**config.mk**
```make
export PLATFORM = sky130hd
export DESIGN_NAME = unordered_key_list_engine
export DESIGN_NICKNAME = d
export VERILOG_FILES = /design/src/design/ukle_pkg.sv /design/src/design/unordered_key_list_engine.sv
export VERILOG_INCLUDE_DIRS = /design/src /design/src/design
export SDC_FILE = /design/constraint.sdc
export NUM_CORES = 2
export LEC_CHECK = 0
export ABC_AREA = 1
export BUFFER_PORTS_ARGS = -buffer_cell sky130_fd_sc_hd__buf_2
export CORE_MARGIN = 2
export CORE_UTILIZATION = 50
export DETAILED_ROUTE_END_ITERATION = 10
export GPL_TIMING_DRIVEN = 0
export PLACE_DENSITY = 0.66
export SYNTH_ARGS = -nofsm -noshare
export SYNTH_HDL_FRONTEND = slang
export SYNTH_SLANG_ARGS = --single-unit
```
**constraint.sdc**
```tcl
create_clock -name clk -period 10.4 [get_ports clk]
set_input_delay 0.52 -clock clk [delete_from_list [all_inputs] [get_ports clk]]
set_output_delay 0.52 -clock clk [all_outputs]
set_load 0.005 [all_outputs]
```
**src/design/unordered_key_list_engine_defines.svh**
```systemverilog
// Assertion macros for the unordered key list engine.
`ifndef UNORDERED_KEY_LIST_ENGINE_DEFINES_SVH
`define UNORDERED_KEY_LIST_ENGINE_DEFINES_SVH

// Same-cycle implication, checked while out of reset.
`define UKLE_ASSERT_NOW(lbl, ante, cons, msg) \
  lbl: assert property (@(posedge clk) disable iff (!rst_n) (ante) |-> (cons)) else $error(msg);

// Next-cycle implication, checked while out of reset.
`define UKLE_ASSERT_NEXT(lbl, ante, cons, msg) \
  lbl: assert property (@(posedge clk) disable iff (!rst_n) (ante) |=> (cons)) else $error(msg);

`endif

```
**src/design/ukle_pkg.sv**
```systemverilog
// Shared constants and types for the unordered key list engine.
package ukle_pkg;

  localparam int LIST_SIZE   = 32;
  localparam int IDX_W       = (LIST_SIZE > 1) ? $clog2(LIST_SIZE) : 1;
  localparam int CNT_W       = $clog2(LIST_SIZE + 1);

  localparam int FUNC_W      = 2;
  localparam int KEY_W       = 32;
  localparam int STATUS_W    = 2;
  localparam int POS_W       = 5;
  localparam int COUNT_W     = 6;
  localparam int OUT_TDATA_W = ((POS_W + COUNT_W + 7) / 8) * 8;

  localparam logic [FUNC_W-1:0] FN_INSERT = 2'd0;
  localparam logic [FUNC_W-1:0] FN_LOOKUP = 2'd1;
  localparam logic [FUNC_W-1:0] FN_REMOVE = 2'd2;

  localparam logic [STATUS_W-1:0] ST_OK       = 2'd0;
  localparam logic [STATUS_W-1:0] ST_DUP      = 2'd1;
  localparam logic [STATUS_W-1:0] ST_NOTFOUND = 2'd2;
  localparam logic [STATUS_W-1:0] ST_FULL     = 2'd3;

  localparam logic REMOVE_SWAP = 1'b0;

  typedef enum logic [5:0] {
    S_IDLE   = 6'b000001,
    S_SEARCH = 6'b000010,
    S_EXEC   = 6'b000100,
    S_SWAP   = 6'b001000,
    S_SHIFT  = 6'b010000,
    S_RESULT = 6'b100000
  } seq_state_t;

endpackage

```
**src/design/unordered_key_list_engine.sv**
```systemverilog
// Unordered key list with linear search, held in one synchronous key memory.
//
//   channel | ports         | payload
//   --------+---------------+---------------------------------------------
//   input   | in_t*         | tuser: func[1:0]; tdata: key[31:0]
//   result  | out_t*        | tuser: status[1:0]; tdata: position[4:0],
//           |               |        entry_count[10:5], zero pad [15:11]
//   config  | cfg_*         | data: remove_mode[0]
//
// An item passes from accept to the search, which compares keys in turn (up to the
// occupancy, one memory read per cycle) until a match, then to execute, then to a swap
// step for a swap removal or a shift step moving the later entries for a shift removal.
// The key memory has a single read and a single write port.
// Reset clears the occupancy, the remove mode and the sequencer; keys need no clearing.
// A result waits in the output register; a new beat is taken while it waits, and
// the sequencer stalls before loading its own result until that register frees.
`include "unordered_key_list_engine_defines.svh"

module unordered_key_list_engine (
  input  logic                             clk,
  input  logic                             rst_n,
  input  logic                             in_tvalid,
  output logic                             in_tready,
  input  logic [ukle_pkg::KEY_W-1:0]       in_tdata,   // key
  input  logic [ukle_pkg::FUNC_W-1:0]      in_tuser,   // func
  output logic                             out_tvalid,
  input  logic                             out_tready,
  output logic [ukle_pkg::OUT_TDATA_W-1:0] out_tdata,  // position, entry_count, pad
  output logic [ukle_pkg::STATUS_W-1:0]    out_tuser,  // status
  input  logic                             cfg_valid,
  output logic                             cfg_ready,
  input  logic                             cfg_data    // remove_mode
);
  import ukle_pkg::*;

  logic [KEY_W-1:0] key_mem [LIST_SIZE];
  logic [KEY_W-1:0] rdata_r;

  seq_state_t          state_r, state_nxt;
  logic [FUNC_W-1:0]   func_r, func_nxt;
  logic [KEY_W-1:0]    key_r, key_nxt;
  logic [CNT_W-1:0]    occ_r, occ_nxt;
  logic                mode_r;
  logic [CNT_W-1:0]    scan_r, scan_nxt;
  logic                cmp_vld_r, cmp_vld_nxt;
  logic [IDX_W-1:0]    cmp_idx_r, cmp_idx_nxt;
  logic                found_r, found_nxt;
  logic [IDX_W-1:0]    hit_r, hit_nxt;
  logic [STATUS_W-1:0] status_r, status_nxt;
  logic [IDX_W-1:0]    pos_r, pos_nxt;
  logic                out_tvalid_r, out_tvalid_nxt;
  logic [STATUS_W-1:0] out_status_r, out_status_nxt;
  logic [POS_W-1:0]    out_pos_r, out_pos_nxt;
  logic [COUNT_W-1:0]  out_cnt_r, out_cnt_nxt;

  logic             rd_en;
  logic [IDX_W-1:0] rd_addr;
  logic             wr_en;
  logic [IDX_W-1:0] wr_addr;
  logic [KEY_W-1:0] wr_data;
  logic             issue;
  logic [CNT_W-1:0] occ_m1;
  logic [IDX_W-1:0] last_idx;
  logic             out_free;

  assign issue     = (scan_r < occ_r);
  assign occ_m1    = occ_r - CNT_W'(1);
  assign last_idx  = occ_m1[IDX_W-1:0];
  assign out_free  = !out_tvalid_r || out_tready;
  assign in_tready = rst_n && (state_r == S_IDLE);
  assign cfg_ready = rst_n;

  assign out_tvalid = out_tvalid_r;
  assign out_tuser  = out_status_r;
  assign out_tdata  = {{(OUT_TDATA_W - POS_W - COUNT_W){1'b0}}, out_cnt_r, out_pos_r};

  always_ff @(posedge clk) begin
    if (wr_en) begin
      key_mem[wr_addr] <= wr_data;
    end
    if (rd_en) begin
      rdata_r <= key_mem[rd_addr];
    end
  end

  always_comb begin
    state_nxt      = state_r;
    func_nxt       = func_r;
    key_nxt        = key_r;
    occ_nxt        = occ_r;
    scan_nxt       = scan_r;
    cmp_vld_nxt    = cmp_vld_r;
    cmp_idx_nxt    = cmp_idx_r;
    found_nxt      = found_r;
    hit_nxt        = hit_r;
    status_nxt     = status_r;
    pos_nxt        = pos_r;
    out_tvalid_nxt = out_tvalid_r && !out_tready;
    out_status_nxt = out_status_r;
    out_pos_nxt    = out_pos_r;
    out_cnt_nxt    = out_cnt_r;
    rd_en          = 1'b0;
    rd_addr        = scan_r[IDX_W-1:0];
    wr_en          = 1'b0;
    wr_addr        = hit_r;
    wr_data        = key_r;

    unique case (state_r)
      S_IDLE: begin
        if (in_tvalid) begin
          func_nxt    = in_tuser;
          key_nxt     = in_tdata;
          found_nxt   = 1'b0;
          scan_nxt    = '0;
          cmp_vld_nxt = 1'b0;
          state_nxt   = S_SEARCH;
        end
      end
      S_SEARCH: begin
        if (issue) begin
          rd_en       = 1'b1;
          scan_nxt    = scan_r + CNT_W'(1);
          cmp_vld_nxt = 1'b1;
          cmp_idx_nxt = scan_r[IDX_W-1:0];
        end else begin
          cmp_vld_nxt = 1'b0;
        end
        if (cmp_vld_r && (rdata_r == key_r)) begin
          found_nxt   = 1'b1;
          hit_nxt     = cmp_idx_r;
          cmp_vld_nxt = 1'b0;
          state_nxt   = S_EXEC;
        end else if (!issue) begin
          state_nxt = S_EXEC;
        end
      end
      S_EXEC: begin
        status_nxt = ST_OK;
        pos_nxt    = '0;
        state_nxt  = S_RESULT;
        case (func_r)
          FN_INSERT: begin
            if (found_r) begin
              status_nxt = ST_DUP;
            end else if (occ_r == CNT_W'(LIST_SIZE)) begin
              status_nxt = ST_FULL;
            end else begin
              wr_en   = 1'b1;
              wr_addr = occ_r[IDX_W-1:0];
              wr_data = key_r;
              pos_nxt = occ_r[IDX_W-1:0];
              occ_nxt = occ_r + CNT_W'(1);
            end
          end
          FN_LOOKUP: begin
            if (found_r) begin
              pos_nxt = hit_r;
            end else begin
              status_nxt = ST_NOTFOUND;
            end
          end
          FN_REMOVE: begin
            if (found_r) begin
              pos_nxt = hit_r;
              if (mode_r == REMOVE_SWAP) begin
                rd_en     = 1'b1;
                rd_addr   = last_idx;
                state_nxt = S_SWAP;
              end else begin
                scan_nxt    = CNT_W'(hit_r) + CNT_W'(1);
                cmp_vld_nxt = 1'b0;
                state_nxt   = S_SHIFT;
              end
            end else begin
              status_nxt = ST_NOTFOUND;
            end
          end
          default: begin
            status_nxt = ST_NOTFOUND;
          end
        endcase
      end
      S_SWAP: begin
        wr_en     = 1'b1;
        wr_addr   = hit_r;
        wr_data   = rdata_r;
        occ_nxt   = occ_m1;
        state_nxt = S_RESULT;
      end
      S_SHIFT: begin
        if (issue) begin
          rd_en       = 1'b1;
          scan_nxt    = scan_r + CNT_W'(1);
          cmp_vld_nxt = 1'b1;
          cmp_idx_nxt = scan_r[IDX_W-1:0] - IDX_W'(1);
        end else begin
          cmp_vld_nxt = 1'b0;
          occ_nxt     = occ_m1;
          state_nxt   = S_RESULT;
        end
        if (cmp_vld_r) begin
          wr_en   = 1'b1;
          wr_addr = cmp_idx_r;
          wr_data = rdata_r;
        end
      end
      S_RESULT: begin
        if (out_free) begin
          out_tvalid_nxt = 1'b1;
          out_status_nxt = status_r;
          out_pos_nxt    = POS_W'(pos_r);
          out_cnt_nxt    = COUNT_W'(occ_r);
          state_nxt      = S_IDLE;
        end
      end
      default: begin
        state_nxt = S_IDLE;
      end
    endcase
  end

  always_ff @(posedge clk) begin
    if (!rst_n) begin
      state_r      <= S_IDLE;
      occ_r        <= '0;
      mode_r       <= REMOVE_SWAP;
      cmp_vld_r    <= 1'b0;
      out_tvalid_r <= 1'b0;
    end else begin
      state_r      <= state_nxt;
      occ_r        <= occ_nxt;
      cmp_vld_r    <= cmp_vld_nxt;
      out_tvalid_r <= out_tvalid_nxt;
      if (cfg_valid && cfg_ready) begin
        mode_r <= cfg_data;
      end
    end
  end

  always_ff @(posedge clk) begin
    func_r       <= func_nxt;
    key_r        <= key_nxt;
    scan_r       <= scan_nxt;
    cmp_idx_r    <= cmp_idx_nxt;
    found_r      <= found_nxt;
    hit_r        <= hit_nxt;
    status_r     <= status_nxt;
    pos_r        <= pos_nxt;
    out_status_r <= out_status_nxt;
    out_pos_r    <= out_pos_nxt;
    out_cnt_r    <= out_cnt_nxt;
  end

  `UKLE_ASSERT_NOW(a_occ_bound, 1'b1, occ_r <= CNT_W'(LIST_SIZE), "Occupancy exceeds list size.")
  `UKLE_ASSERT_NOW(a_pos_zero, out_tvalid_r && (out_status_r != ST_OK), out_pos_r == '0, "Position not zero on a failed operation.")
  `UKLE_ASSERT_NEXT(a_occ_step, 1'b1, $stable(occ_r) || (occ_r == $past(occ_r) + CNT_W'(1)) || (occ_r == $past(occ_r) - CNT_W'(1)), "Occupancy moved by more than one.")
  `UKLE_ASSERT_NEXT(a_load_src, !out_tvalid_r && (state_r != S_RESULT), !out_tvalid_r, "Result beat raised outside the result state.")

endmodule

```
==> reports/metrics.csv <==
stage,metric,value,unit
sta,Rel. slew slack,3.88,%
worst_setup_path,flop2flop setup slack,5.84,ns
finish,area of the multi-input gates,12300,um^2
sta,Setup TNS Final,0,ns
die,die height,324,um
route,first drt pass iteration count,5,
worst_setup_path,Worst EP arrival,4.97,ns
route,DR vias,35800,
die,Die ar.,105000,um^2
place,placed cell count,6463,
die,row cnt,117,
sta,Final Hold Viols,0,
logic_synthesis,most frequent cell after synthesis,nand2_1,
place,Post-Place Cell Area,55100,um^2
finish,sequential cell area,34100,um^2
global_routing,met2 Resource Use GR,44.3,%
sta,Worst Clk Skew,0.0258,ns
run_status,status,finished clean,
route,wire per inst,22.1,um
worst_setup_path,slowest CP cell,nand3_1,
global_routing,largest net degree at the start of global routing,33,
route,drt drc,0,
global_routing,grt total ovfl,0,
route,DRT iter0 DRCs,4397,
route,vias per cell,5.34,
worst_setup_path,RR Startpoint,occ_r[0]$_SDFFE_PN0P_,
place,HPWL reported at the end of detailed placement,104000,um
sta,final worst-path cycle share,43.9,%
place,Port Buf Inserts,55,
power_and_ir_drop,Total Power,12200,uW
finish,Layout area overhead,15.4,%
min_path,type of the tightest min-delay check,input pin to flip-flop,
finish,fraction of layout cells with a size suffix above 1,10.4,%
worst_setup_path,kind of cell adding the most delay to the critical path,simple AND/OR/NAND/NOR gates,
die,Initial Util,50.3,%
run,Max-Cap Viols,0,
logic_synthesis,largest family of logic cells by synthesized area,simple AND/OR/NAND/NOR gates,
die,die width,324,um
logic_synthesis,Synth Area per Inst,10.3,um^2
global_routing,antenna violations before repair,2,
worst_setup_path,Critical Path Source Type,flip-flop,
clock_network,clock buffer depth,3,
clock_network,Post-CTS Resized,0,
global_routing,busiest grt layer,met2,
logic_synthesis,post-synth top area share,66.2,%
sta,Max Slew Vio Count,0,
logic_synthesis,post-synth top area cell,edfxtp_1,
global_routing,met3 usage in global routing,5.07,%
worst_setup_path,"slowest stage delay, CP",0.92,ns
sta,achievable frequency,219,MHz
finish,# fillers,8279,
logic_synthesis,"FF+latch count, synth",1142,
power_and_ir_drop,Lkg Pwr,0.0250,uW
worst_setup_path,required time of the critical path,10.81,ns
finish,design area,59000,um^2
finish,NumNets Final,5293,
power_and_ir_drop,maximum vdd drop,0.000149,V
die,Core ar.,102000,um^2
logic_synthesis,most frequent cells after synthesis,"nand2_1, edfxtp_1, nand3_1",
min_path,hold depth,2,
logic_synthesis,area of the mapped netlist,51100,um^2
worst_setup_path,CP cell instances,"inv_1, ha_1, nand3_1, nor2_1, nand2_1, nand3_1, nand2_1, nand2_1, inv_1, nor2_1, nor2_1, nand3_1, nor2_4, buf_16",
clock_network,H-Tree Depth,3,
worst_setup_path,worst path bufs/invs,3,
logic_synthesis,async set or reset register ratio after synthesis,0,%
logic_synthesis,Ys Warns,0,
worst_setup_path,crit end category,flip-flop,
global_routing,M1 GR Usage,38.8,%
logic_synthesis,Adder-Cell Fraction of Synth Area,0.294,%
min_path,beginning of the worst hold path,cfg_valid,
route,Post-Route WL,148000,um
finish,Post-Route Utilization,58.1,%
logic_synthesis,synth unique cells,40,
logic_synthesis,post-synthesis mux area share,0,%
logic_synthesis,post-synthesis simple-gate area fraction,21.4,%
finish,final cell count without fillers,6712,
sta,Tmin final,4.56,ns
logic_synthesis,XOR/XNOR share of the synthesized area,0.428,%
worst_setup_path,reg2reg end,key_mem[21][11]$_DFFE_PP_,
worst_setup_path,maximum fanout along the worst path,18,
sta,RSZ-0062 raised after global routing,no,
sta,Worst-Margin Slew,1.44,ns
place,Final GP Congestion,0.995,
logic_synthesis,"EDFF count, synth",1127,
global_routing,vias in the first global route,33700,
logic_synthesis,post-synthesis compound-gate area fraction,0.918,%
clock_network,CTS clock-pin slew for the worst setup and hold paths,0.06,ns
route,DRT antenna net count,0,
logic_synthesis,post-synthesis instance total,4977,
logic_synthesis,sequential-to-total area share from yosys stat,66.8,%
clock_network,CTS tree,done,
global_routing,GRT Overall Usage,28.4,%
logic_synthesis,Synth Flop Type,edfxtp_1,
worst_setup_path,Setup CP Type,flip-flop to flip-flop,
global_routing,first-pass GRT wire length,216000,um
clock_network,Sink Count,1142,
clock_network,total CTS buffers,113,
worst_setup_path,R2R depth,14,
clock_network,clock latency on the worst-skew pair,0.72,ns
clock_network,clock root cell,clkbuf_16,
power_and_ir_drop,pwr/cell area,206,nW/um^2
logic_synthesis,"top cells by area, synth","edfxtp_1, nand3_1, nand2_1",
sta,final setup violation count,0,
die,IO Pins,61,
min_path,Hold Path End,mode_r$_SDFFE_PN0P_,
-- power breakdown --
part / total (uW) / internal (uW) / switching (uW) / leakage (uW)
Clock: 3990 / 2250 / 1740 / 0.00175
Sequential: 5250 / 5210 / 37.6 / 0.0103
Combinational: 2920 / 771 / 2150 / 0.0130
-- through the flow --
stage	worst slack, ns	hold WS (ns)
after floorplan	6.47	0.400
after global placement	3.17	0.402
after detailed placement	5.92	0.406
after CTS	5.90	0.00420
after global routing	5.64	0.0183
final	5.84	0.0280
-- sequential cells by signal, indices dropped and copies added, names as in the netlist, 6 cells and up --
register,flops
state_r,6
rdata_r,32
key_mem,1024
out_cnt_r,6
scan_r,6
key_r,32
occ_r,6
-- cell usage in the layout, fill, tap and decap left out, types with 35 or more instances in the layout --
master / Yosys / routed
nand2_1: 1148 / 1139
edfxtp_1: 1127 / 1127
nand3_1: 1051 / 1051
inv_1: 1022 / 1022
buf_2: 155 / 210
clkbuf_16: 0 / 114
nand3b_1: 96 / 96
clkbuf_1: 46 / 73
nor2_1: 86 / 53
nor2_4: 2 / 35
-- logic make-up after synthesis --
group	Yosys count
AO/OA/AOI/OAI	89
XOR/XNOR	25
adder cells (fa/ha/maj)	12
buffers and inverters	1282
flip-flops	1142
other	1
AND/OR/NAND/NOR	2426
-- layout make-up --
class	count	share of cell area, %
antenna	4	0.0170
buffer	255	2.29
clock buffer	144	5.08
clock inverter	70	0.995
inverter	1027	6.53
multi-input combinational	2557	20.9
sequential	1142	57.9
tap	1368	2.90
timing repair buffer	145	3.43
-- timing repair --
item                                   CTS  global route
setup buffers                            0             0
hold buffers                            31             0
endpoints found under the hold margin   31             0
-- per-layer routing --
metal / share of wire [%] / wire length, um / vias to the layer above
met5: 0 / 0 / -
li1: - / - / 16800
met2: 45 / 66600 / 1661
met4: 4.9 / 7260 / 0
met1: 40 / 60000 / 17100
met3: 9.8 / 14500 / 256
-- worst max-delay path by stage --
stage / from / endpoint / slack, ns / depth (start not counted)
floorplan: occ_r[4]$_SDFFE_PN0P_ / rdata_r[0]$_DFFE_PP_ / 6.47 / 8
global placement: state_r[3]$_SDFFE_PN0P_ / key_mem[16][13]$_DFFE_PP_ / 3.17 / 6
detailed placement: occ_r[0]$_SDFFE_PN0P_ / key_mem[21][16]$_DFFE_PP_ / 5.92 / 14
CTS: occ_r[0]$_SDFFE_PN0P_ / key_mem[21][9]$_DFFE_PP_ / 5.90 / 14
global route: occ_r[0]$_SDFFE_PN0P_ / key_mem[21][14]$_DFFE_PP_ / 5.64 / 14
finish: occ_r[0]$_SDFFE_PN0P_ / key_mem[21][11]$_DFFE_PP_ / 5.84 / 14
No activity file was read; power rests on OpenSTA's default activity.
